<file path="config.mk">
export PLATFORM = sky130hd
export DESIGN_NAME = multichannel_periodic_compare_timer_top
export DESIGN_NICKNAME = d
export VERILOG_FILES = /design/src/hdl/mpct_pkg.sv /design/src/hdl/mpct_ctrl.sv /design/src/hdl/mpct_datapath.sv /design/src/hdl/multichannel_periodic_compare_timer_top.sv
export SDC_FILE = /design/constraint.sdc
export NUM_CORES = 2
export LEC_CHECK = 0
export BUFFER_PORTS_ARGS = -buffer_cell sky130_fd_sc_hd__buf_2
export CORE_ASPECT_RATIO = 1.2
export CORE_MARGIN = 10
export CORE_UTILIZATION = 50
export CTS_BUF_LIST = sky130_fd_sc_hd__clkbuf_8
export DETAILED_ROUTE_END_ITERATION = 7
export PLACE_DENSITY = 0.71
export SLEW_MARGIN = 20
export SYNTH_ARGS = -nofsm -noshare
export SYNTH_HDL_FRONTEND = slang
export SYNTH_HIERARCHICAL = 1
export SYNTH_SLANG_ARGS = --single-unit
</file>
<file path="constraint.sdc">
create_clock -name clock -period 7.55 [get_ports clock]
set_clock_uncertainty 0.05 [all_clocks]
set_input_delay 0.755 -clock clock [delete_from_list [all_inputs] [get_ports clock]]
set_output_delay 0.755 -clock clock [all_outputs]
set_load 0.005 [all_outputs]
</file>
<file path="src/hdl/mpct_pkg.sv">
// Shared types and codes for the multichannel periodic compare timer.
// Holds the request/response payload structs, the controller-datapath interface
// and the opcode, event and channel-mode codes. Depends on nothing.
package mpct_pkg;

   // default geometry
   localparam int CHANNELS_DEF = 4;
   localparam int LF_FIRST_DEF = 1;

   // request kinds
   localparam logic [2:0] KIND_HF_TICK  = 3'd0;
   localparam logic [2:0] KIND_LF_TICK  = 3'd1;
   localparam logic [2:0] KIND_SCHEDULE = 3'd2;
   localparam logic [2:0] KIND_STOP     = 3'd3;
   localparam logic [2:0] KIND_WAIT_CAP = 3'd4;
   localparam logic [2:0] KIND_CAPTURE  = 3'd5;
   localparam logic [2:0] KIND_QUERY    = 3'd6;

   // response kinds
   localparam logic [1:0] EV_EXPIRED  = 2'd0;
   localparam logic [1:0] EV_CAPTURED = 2'd1;
   localparam logic [1:0] EV_QUERY    = 2'd2;

   // channel modes
   typedef enum logic [1:0] {
      MODE_IDLE  = 2'd0,
      MODE_ARMED = 2'd1,
      MODE_WAIT  = 2'd2
   } mode_type;

   // controller states
   typedef enum logic [1:0] {
      ST_IDLE,
      ST_EXEC,
      ST_SCAN,
      ST_FLUSH
   } ctrl_state_type;

   // input item
   typedef struct packed {
      logic [2:0]  kind;
      logic [1:0]  channel;
      logic [63:0] start_time;
      logic [63:0] period;
      logic        has_handler;
   } req_type;

   // result item
   typedef struct packed {
      logic [1:0]  event_kind;
      logic [1:0]  event_channel;
      logic [63:0] time_value;
      logic        is_scheduled;
      logic        last;
   } rsp_type;

   // controller to datapath
   typedef struct packed {
      logic accept;
      logic execute;
      logic fire;
      logic advance;
      logic flush;
   } cmd_type;

   // datapath to controller
   typedef struct packed {
      logic exec_scan;
      logic fire_now;
      logic scan_done;
      logic pend_valid;
      logic out_free;
   } status_type;

endpackage

</file>
<file path="src/hdl/mpct_ctrl.sv">
// Sequencing controller of the compare timer.
// Steps each item through accept, execute, an optional channel scan and final flush.
// Depends on mpct_pkg.
module mpct_ctrl (
   input  logic                   clock,
   input  logic                   reset,
   input  logic                   req_valid,
   output logic                   req_ready,
   input  mpct_pkg::status_type   status,
   output mpct_pkg::cmd_type      cmd
);

   mpct_pkg::ctrl_state_type state_ff;
   mpct_pkg::ctrl_state_type state_in;

   // state register
   always_ff @(posedge clock) begin
      if (reset) begin
         state_ff <= mpct_pkg::ST_IDLE;
      end else begin
         state_ff <= state_in;
      end
   end

   // next state and commands
   always_comb begin
      state_in  = state_ff;
      cmd       = '0;
      req_ready = 1'b0;
      unique case (state_ff)
         mpct_pkg::ST_IDLE: begin
            req_ready = 1'b1;
            if (req_valid) begin
               cmd.accept = 1'b1;
               state_in   = mpct_pkg::ST_EXEC;
            end
         end
         mpct_pkg::ST_EXEC: begin
            cmd.execute = 1'b1;
            state_in    = status.exec_scan ? mpct_pkg::ST_SCAN : mpct_pkg::ST_FLUSH;
         end
         mpct_pkg::ST_SCAN: begin
            // hold while an earlier result still blocks the output register
            if (!(status.fire_now && status.pend_valid && !status.out_free)) begin
               cmd.fire    = status.fire_now;
               cmd.advance = 1'b1;
               if (status.scan_done) begin
                  state_in = mpct_pkg::ST_FLUSH;
               end
            end
         end
         mpct_pkg::ST_FLUSH: begin
            if (!status.pend_valid) begin
               state_in = mpct_pkg::ST_IDLE;
            end else if (status.out_free) begin
               cmd.flush = 1'b1;
               state_in  = mpct_pkg::ST_IDLE;
            end
         end
         default: begin
            state_in = mpct_pkg::ST_IDLE;
         end
      endcase
   end

   // commands only in their own states
   a_fire_in_scan: assert property (@(posedge clock) disable iff (reset)
      cmd.fire |-> state_ff == mpct_pkg::ST_SCAN && status.fire_now)
      else $error("fire outside scan");
   a_flush_pending: assert property (@(posedge clock) disable iff (reset)
      cmd.flush |-> status.pend_valid && status.out_free)
      else $error("flush without pending result or free output");
   a_exec_after_accept: assert property (@(posedge clock) disable iff (reset)
      cmd.accept |=> cmd.execute)
      else $error("accepted item not executed");

endmodule

</file>
<file path="src/hdl/mpct_datapath.sv">
// Datapath of the compare timer: time counters, channel table, pending result
// and output register. One 64-bit compare and one 64-bit add serve the scan.
// Depends on mpct_pkg.
module mpct_datapath #(
   parameter int CHANNELS = mpct_pkg::CHANNELS_DEF,
   parameter int LF_FIRST = mpct_pkg::LF_FIRST_DEF
) (
   input  logic                   clock,
   input  logic                   reset,
   input  mpct_pkg::req_type      req_data,
   output logic                   rsp_valid,
   input  logic                   rsp_ready,
   output mpct_pkg::rsp_type      rsp_data,
   input  logic                   csr_valid,
   input  logic                   csr_data,
   input  mpct_pkg::cmd_type      cmd,
   output mpct_pkg::status_type   status
);

   localparam int CW = $clog2(CHANNELS);

   mpct_pkg::req_type  req_ff, req_in;
   logic [CW-1:0]      idx_ff, idx_in;
   logic               hf_en_ff, hf_en_in;
   logic [63:0]        hf_count_ff, hf_count_in;
   logic [63:0]        lf_count_ff, lf_count_in;
   mpct_pkg::mode_type mode_ff [CHANNELS];
   mpct_pkg::mode_type mode_in [CHANNELS];
   logic [63:0]        expire_ff [CHANNELS];
   logic [63:0]        expire_in [CHANNELS];
   logic [63:0]        period_ff [CHANNELS];
   logic [63:0]        period_in [CHANNELS];
   logic               capt_ff [CHANNELS];
   logic               capt_in [CHANNELS];
   logic               pend_valid_ff, pend_valid_in;
   mpct_pkg::rsp_type  pend_ff, pend_in;
   logic               rsp_valid_ff, rsp_valid_in;
   mpct_pkg::rsp_type  rsp_ff, rsp_in;

   logic [CW+1:0]      chan_ext;
   logic [CW+1:0]      idx_ext;
   logic               ch_ok;
   logic               idx_hf;
   logic [63:0]        cur_clock;
   logic               due;
   logic               match;
   logic               clock_on;
   logic               push;

   // decode of the current table entry
   always_comb begin
      chan_ext  = (CW+2)'(req_data.channel);
      idx_ext   = (CW+2)'(idx_ff);
      ch_ok     = 32'(req_ff.channel) < 32'(CHANNELS);
      idx_hf    = 32'(idx_ff) < 32'(LF_FIRST);
      cur_clock = idx_hf ? hf_count_ff : lf_count_ff;
      due       = cur_clock >= expire_ff[idx_ff];
      clock_on  = !idx_hf || hf_en_ff;
      match     = (req_ff.kind == mpct_pkg::KIND_SCHEDULE) ||
                  (idx_hf == (req_ff.kind == mpct_pkg::KIND_HF_TICK));
   end

   // status to the controller
   always_comb begin
      status.exec_scan  = (req_ff.kind == mpct_pkg::KIND_HF_TICK && hf_en_ff) ||
                          (req_ff.kind == mpct_pkg::KIND_LF_TICK) ||
                          (req_ff.kind == mpct_pkg::KIND_SCHEDULE && ch_ok &&
                           mode_ff[idx_ff] != mpct_pkg::MODE_ARMED);
      status.fire_now   = match && clock_on && due &&
                          mode_ff[idx_ff] == mpct_pkg::MODE_ARMED;
      status.scan_done  = (req_ff.kind == mpct_pkg::KIND_SCHEDULE) ||
                          (idx_ff == CW'(CHANNELS - 1));
      status.pend_valid = pend_valid_ff;
      status.out_free   = !rsp_valid_ff || rsp_ready;
   end

   // next values
   always_comb begin
      req_in        = req_ff;
      idx_in        = idx_ff;
      hf_en_in      = hf_en_ff;
      hf_count_in   = hf_count_ff;
      lf_count_in   = lf_count_ff;
      mode_in       = mode_ff;
      expire_in     = expire_ff;
      period_in     = period_ff;
      capt_in       = capt_ff;
      pend_valid_in = pend_valid_ff;
      pend_in       = pend_ff;
      rsp_in        = rsp_ff;
      push          = 1'b0;

      // configuration write
      if (csr_valid) begin
         hf_en_in = csr_data;
      end

      // latch item, point the table at its channel (channel 0 for ticks)
      if (cmd.accept) begin
         req_in = req_data;
         if (req_data.kind == mpct_pkg::KIND_HF_TICK ||
             req_data.kind == mpct_pkg::KIND_LF_TICK) begin
            idx_in = '0;
         end else begin
            idx_in = chan_ext[CW-1:0];
         end
      end

      // one operation per item
      if (cmd.execute) begin
         unique case (req_ff.kind)
            mpct_pkg::KIND_HF_TICK: begin
               if (hf_en_ff) begin
                  hf_count_in = hf_count_ff + 64'd1;
               end
            end
            mpct_pkg::KIND_LF_TICK: begin
               lf_count_in = lf_count_ff + 64'd1;
            end
            mpct_pkg::KIND_SCHEDULE: begin
               if (ch_ok && mode_ff[idx_ff] != mpct_pkg::MODE_ARMED) begin
                  period_in[idx_ff] = req_ff.period;
                  expire_in[idx_ff] = req_ff.start_time + req_ff.period;
                  mode_in[idx_ff]   = mpct_pkg::MODE_ARMED;
                  capt_in[idx_ff]   = 1'b0;
               end
            end
            mpct_pkg::KIND_STOP: begin
               if (ch_ok) begin
                  mode_in[idx_ff] = mpct_pkg::MODE_IDLE;
                  capt_in[idx_ff] = 1'b0;
               end
            end
            mpct_pkg::KIND_WAIT_CAP: begin
               if (ch_ok && mode_ff[idx_ff] != mpct_pkg::MODE_ARMED) begin
                  mode_in[idx_ff] = mpct_pkg::MODE_WAIT;
                  capt_in[idx_ff] = req_ff.has_handler;
               end
            end
            mpct_pkg::KIND_CAPTURE: begin
               if (ch_ok && mode_ff[idx_ff] == mpct_pkg::MODE_WAIT &&
                   capt_ff[idx_ff] && clock_on) begin
                  pend_valid_in         = 1'b1;
                  pend_in.event_kind    = mpct_pkg::EV_CAPTURED;
                  pend_in.event_channel = req_ff.channel;
                  pend_in.time_value    = cur_clock;
                  pend_in.is_scheduled  = 1'b0;
                  pend_in.last          = 1'b0;
               end
            end
            mpct_pkg::KIND_QUERY: begin
               pend_valid_in         = 1'b1;
               pend_in.event_kind    = mpct_pkg::EV_QUERY;
               pend_in.event_channel = req_ff.channel;
               pend_in.time_value    = ch_ok ? expire_ff[idx_ff] : 64'd0;
               pend_in.is_scheduled  = ch_ok && mode_ff[idx_ff] == mpct_pkg::MODE_ARMED;
               pend_in.last          = 1'b0;
            end
            default: begin
            end
         endcase
      end

      // expiry: older pending result moves out, new one waits for its last flag
      if (cmd.fire) begin
         if (pend_valid_ff) begin
            push        = 1'b1;
            rsp_in      = pend_ff;
            rsp_in.last = 1'b0;
         end
         pend_valid_in         = 1'b1;
         pend_in.event_kind    = mpct_pkg::EV_EXPIRED;
         pend_in.event_channel = idx_ext[1:0];
         pend_in.time_value    = expire_ff[idx_ff];
         pend_in.is_scheduled  = 1'b0;
         pend_in.last          = 1'b0;
         if (period_ff[idx_ff] != 64'd0) begin
            expire_in[idx_ff] = expire_ff[idx_ff] + period_ff[idx_ff];
         end else begin
            mode_in[idx_ff] = mpct_pkg::MODE_IDLE;
         end
      end

      if (cmd.advance) begin
         idx_in = idx_ff + 1'b1;
      end

      // final result of the item
      if (cmd.flush) begin
         push          = 1'b1;
         rsp_in        = pend_ff;
         rsp_in.last   = 1'b1;
         pend_valid_in = 1'b0;
      end

      // output register
      rsp_valid_in = push || (rsp_valid_ff && !rsp_ready);
   end

   // control state and channel table
   always_ff @(posedge clock) begin
      if (reset) begin
         idx_ff        <= '0;
         hf_en_ff      <= 1'b1;
         hf_count_ff   <= 64'd0;
         lf_count_ff   <= 64'd0;
         pend_valid_ff <= 1'b0;
         rsp_valid_ff  <= 1'b0;
         for (int i = 0; i < CHANNELS; i++) begin
            mode_ff[i]   <= mpct_pkg::MODE_IDLE;
            expire_ff[i] <= 64'd0;
            period_ff[i] <= 64'd0;
            capt_ff[i]   <= 1'b0;
         end
      end else begin
         idx_ff        <= idx_in;
         hf_en_ff      <= hf_en_in;
         hf_count_ff   <= hf_count_in;
         lf_count_ff   <= lf_count_in;
         pend_valid_ff <= pend_valid_in;
         rsp_valid_ff  <= rsp_valid_in;
         mode_ff       <= mode_in;
         expire_ff     <= expire_in;
         period_ff     <= period_in;
         capt_ff       <= capt_in;
      end
   end

   // payload registers
   always_ff @(posedge clock) begin
      req_ff  <= req_in;
      pend_ff <= pend_in;
      rsp_ff  <= rsp_in;
   end

   assign rsp_valid = rsp_valid_ff;
   assign rsp_data  = rsp_ff;

   // a waiting result is never overwritten
   a_no_overwrite: assert property (@(posedge clock) disable iff (reset)
      push |-> (!rsp_valid_ff || rsp_ready))
      else $error("output register overwritten");
   // scan stays inside the table
   a_fire_in_table: assert property (@(posedge clock) disable iff (reset)
      cmd.fire |-> 32'(idx_ff) < 32'(CHANNELS))
      else $error("fire beyond table");
   // only query replies report the armed flag
   a_sched_flag: assert property (@(posedge clock) disable iff (reset)
      rsp_valid_ff && rsp_ff.event_kind != mpct_pkg::EV_QUERY |-> !rsp_ff.is_scheduled)
      else $error("armed flag on non-query result");
   // flush empties the pending slot
   a_flush_clears: assert property (@(posedge clock) disable iff (reset)
      cmd.flush |=> !pend_valid_ff)
      else $error("pending result kept after flush");

endmodule

</file>
<file path="src/hdl/multichannel_periodic_compare_timer_top.sv">
// Top level of the multichannel periodic compare timer.
// Joins mpct_ctrl and mpct_datapath. Depends on mpct_pkg.
//
// Usage: items enter on req_* (valid/ready) as tick, schedule, stop,
// wait-capture, capture-edge and query operations; results leave on rsp_*
// (valid/ready), the final one of each item flagged by last. csr_* writes
// hf_enable and is always ready.
// Sequence: one item at a time. Stop, wait-capture and idle ticks go through
// accept, execute and flush; query and capture take the same steps to the
// result. A tick scans the channel table, a schedule only its own channel,
// one channel per cycle unless the output blocks, through a single 64-bit
// compare and add, so a tick may emit up to one expiry per channel.
// Each result waits in a pending slot until the next result or the end of
// the scan sets its last flag, then moves to the output register.
// Stalls: while rsp_ready is low the scan holds at a firing channel and new
// items wait; one result can sit in the output register while the next item
// is accepted.
// Reset: counters, channel table and pending results cleared, hf_enable = 1.
module multichannel_periodic_compare_timer_top #(
   parameter int CHANNELS = mpct_pkg::CHANNELS_DEF,
   parameter int LF_FIRST = mpct_pkg::LF_FIRST_DEF
) (
   input  logic                clock,
   input  logic                reset,
   input  logic                req_valid,
   output logic                req_ready,
   input  mpct_pkg::req_type   req_data,
   output logic                rsp_valid,
   input  logic                rsp_ready,
   output mpct_pkg::rsp_type   rsp_data,
   input  logic                csr_valid,
   output logic                csr_ready,
   input  logic                csr_data
);

   mpct_pkg::cmd_type    cmd;
   mpct_pkg::status_type status;

   // register writes never stall
   assign csr_ready = 1'b1;

   // sequencer
   mpct_ctrl u_ctrl (
      .clock     (clock),
      .reset     (reset),
      .req_valid (req_valid),
      .req_ready (req_ready),
      .status    (status),
      .cmd       (cmd)
   );

   // counters, table and result path
   mpct_datapath #(
      .CHANNELS (CHANNELS),
      .LF_FIRST (LF_FIRST)
   ) u_datapath (
      .clock     (clock),
      .reset     (reset),
      .req_data  (req_data),
      .rsp_valid (rsp_valid),
      .rsp_ready (rsp_ready),
      .rsp_data  (rsp_data),
      .csr_valid (csr_valid),
      .csr_data  (csr_data),
      .cmd       (cmd),
      .status    (status)
   );

endmodule

</file>
==> impl_metrics.tcl <==
set metrics [dict create \
    core_sq_mm 0.0970 \
    die_area_sq_mm 0.111 \
    async_flop_share_pct 0 \
    path_class "register to register" \
    yosys-top-cells-count "nand2_1, dfxtp_1, a21oi_1" \
    port_buffers 211 \
    numCtsBuffers 151 \
    fmax_mhz 161 \
    nets 5925 \
    first_iter_violations 4245 \
    start_util_pct 50.5 \
    wl_per_cell_microns 20.9 \
    ant_nets 0 \
    clock_latency_ns 0.85 \
    io_pins 213 \
    grt_first_pass_wirelength_microns 227000 \
    clockRootBuffer "clkbuf_8" \
    path_max_fanout 36 \
    ys_seq_elements 932 \
    start_kind "register" \
    p_leak_nw 20.1 \
    cp_common_cell "a21o_1" \
    max-cap-violations 0 \
    n_fill_cell 8700 \
    final_hold_viol_count 0 \
    syn_to_final_growth_pct 11.8 \
    via_per_inst 6.00 \
    grt_pass1_vias 40332 \
    antenna_found_initial 3 \
    synth_area_sq_mm 0.0489 \
    syn_nets 5786 \
    fin_crit_sh_pct 82.4 \
    slew_violations 0 \
    yosys_warnings 6 \
    ir_worst_vdd_v 0.000193 \
    crit_arrival_ns 6.85 \
    required_ns 8.18 \
    pre_cts_ws_ns 1.42 \
    yosys.cell_count.top_type "nand2_1" \
    overflow 0 \
    cp-end-kind "register" \
    via_count 41914 \
    cts_buffer_depth 3 \
    hp-class "input port to register" \
    regArea_sq_mm 0.0214 \
    wirelength_microns 146000 \
    cts_resized 0 \
    dp_hpwl_microns 97800 \
    die_w_microns 306 \
    die_y_microns 363 \
    ys_seq_area_share_pct 43.6 \
    synth_ff_type "dfxtp_1" \
    drc_errors 0 \
    yosysTopAreaCellShare_pct 27.1 \
    fin_tns_setup_ns 0 \
    cts_max_level 4 \
    tritoncts "yes" \
    maxSlewHeadroom_pct 23.5 \
    drive_gt1_share_pct 12.6 \
    final_core_util_pct 56.4 \
    layout_setup_ws_ns 1.33 \
    first_pass_iters 7 \
    worstPathCellList "buf_4 -> mux4_2 -> ha_1 -> nand2b_1 -> a21o_1 -> a21o_1 -> a21o_1 -> a21o_1 -> a21o_1 -> a21oi_1 -> o21ai_0 -> a221oi_1 -> o31a_1 -> o21ai_0 -> and3_2 -> nor2b_1 -> and2_2 -> buf_4 -> a211oi_1 -> a21oi_1 -> nor2_1" \
    cellPowerDensity_mw_per_mm2 243 \
    yosysTopAreaCell "dfxtp_1" \
    gp_congestion 0.965 \
    synth.distinct_cells 86 \
    status "completed" \
    slowest_delay_ns 0.62 \
    cp_slowest_cell "mux4_2" \
    multiInputGateArea_sq_mm 0.0256 \
    setup_viol 0 \
    min_period_ns 6.22 \
    worstMarginPinSlew_ns 1.15 \
    rows 125 \
    grt_max_degree 105 \
    syn_area_per_cell_sq_um 8.99 \
    totalPowerFinal_w 0.0133 \
    synth_edf_count 269 \
    synthCells 5443 \
    rsz0062_at_grt "no" \
    worst_setup_hold_path_clk_slew_ns 0.06 \
    synth_area_leaders "dfxtp_1, edfxtp_1, nand2_1" \
    track_usage_pct 25.5 \
    cts_sinks 932 \
]
[logic make-up after synthesis]
logic type | after synthesis | share of synthesized area, %
buffers and inverters | 503 | 4.16
multiplexers | 207 | 7.75
adder cells (fa/ha/maj) | 203 | 5.22
XOR/XNOR | 229 | 4.10
AND/OR/NAND/NOR | 2075 | 18.7
flip-flops | 932 | 43.6
other | 1 | 0.00767
AO/OA/AOI/OAI | 1293 | 16.5
[critical path, delay by kind of cell (launching register included)]
family / cells / cell delay [ns]
mux: 1 / 0.62
buf+inv: 2 / 0.96
flops: 1 / 0.37
fa+ha+maj: 1 / 0.29
compound gates: 12 / 2.10
simple gates: 5 / 1.60
[routing by layer]
layer,up-vias,global-route usage [%],part of all wire [%]
met2,1771,41.7,47
met4,0,10.7,3.8
met5,-,0,0
met3,321,4.24,7.6
met1,20108,33.2,41
li1,19714,-,-
[power by group]
part / internal [W] / switching [W] / total (W)
clock network: 0.00225 / 0.00211 / 0.00436
logic: 0.00108 / 0.00221 / 0.00329
registers: 0.00545 / 0.000200 / 0.00565
[area by class of cell]
| type | count | area share (%) |
|---|---|---|
| Multi-Input combinational cell | 4008 | 46.9 |
| Antenna cell | 4 | 0.0183 |
| Clock buffer | 173 | 4.35 |
| Clock inverter | 107 | 1.14 |
| Inverter | 123 | 0.844 |
| Tap cell | 1270 | 2.90 |
| Timing Repair Buffer | 366 | 4.83 |
| Sequential cell | 932 | 39.0 |
[state kept, by name, indices dropped and copies added (netlist names), 4 cells and up]
register and flops:
u_datapath/lf_count_ff 64, u_datapath/hf_count_ff 64, u_datapath/period_ff 256, u_datapath/pend_ff 69, u_datapath/rsp_data 70, u_datapath/req_ff 134, u_datapath/mode_ff 8, u_datapath/capt_ff 4
u_datapath/expire_ff 256
[through the flow]
stage / hold WS, ns / instances / instance area, sq um
6_report: 0.0595 / 6983 / 54700
5_1_grt: 0.0249 / 6981 / 54700
4_1_cts: 0.000721 / 6979 / 54700
3_5_place_dp: 0.396 / 6593 / 50600
3_3_place_gp: 0.388 / 6593 / 50600
2_1_floorplan: 0.382 / 5443 / 48900
[repair_timing]
action / 4_1_cts / 5_1_grt
hold buffers: 106 / 0
endpoints found under the hold margin: 106 / 0
setup buffers: 0 / 0
setup endpoints to repair: 0 / 0
[cell usage in the layout, fill, tap and decap left out, drive strengths merged, types with 35 or more instances in the layout]
cell type    count
nand2          968
dfxtp          663
a21oi          553
nor2           486
edfxtp         269
buf            260
o21ai          218
ha             201
nor3           179
inv            179
clkbuf         173
a211oi         142
xor2           138
mux4           131
a21o           108
dlygate4sd3    106
nor2b           91
xnor2           91
nand4           80
nand3           74
a311oi          67
mux2            63
and3            61
clkinv          39
o211ai          35
[path summary, 6_finish.rpt]
path / startpoint / endpoint / slack (ns) / cells after the start
min: req_data[132] / u_datapath/req_ff[132] / 0.06 / 1
min reg2reg: u_datapath/period_ff[179] / u_datapath/period_ff[179] / 0.40 / 2
max reg2reg: u_datapath/idx_ff[0] / u_datapath/expire_ff[84] / 1.33 / 21
max: u_datapath/idx_ff[0] / u_datapath/expire_ff[84] / 1.33 / 21
No activity file was read; power rests on OpenSTA's default activity.
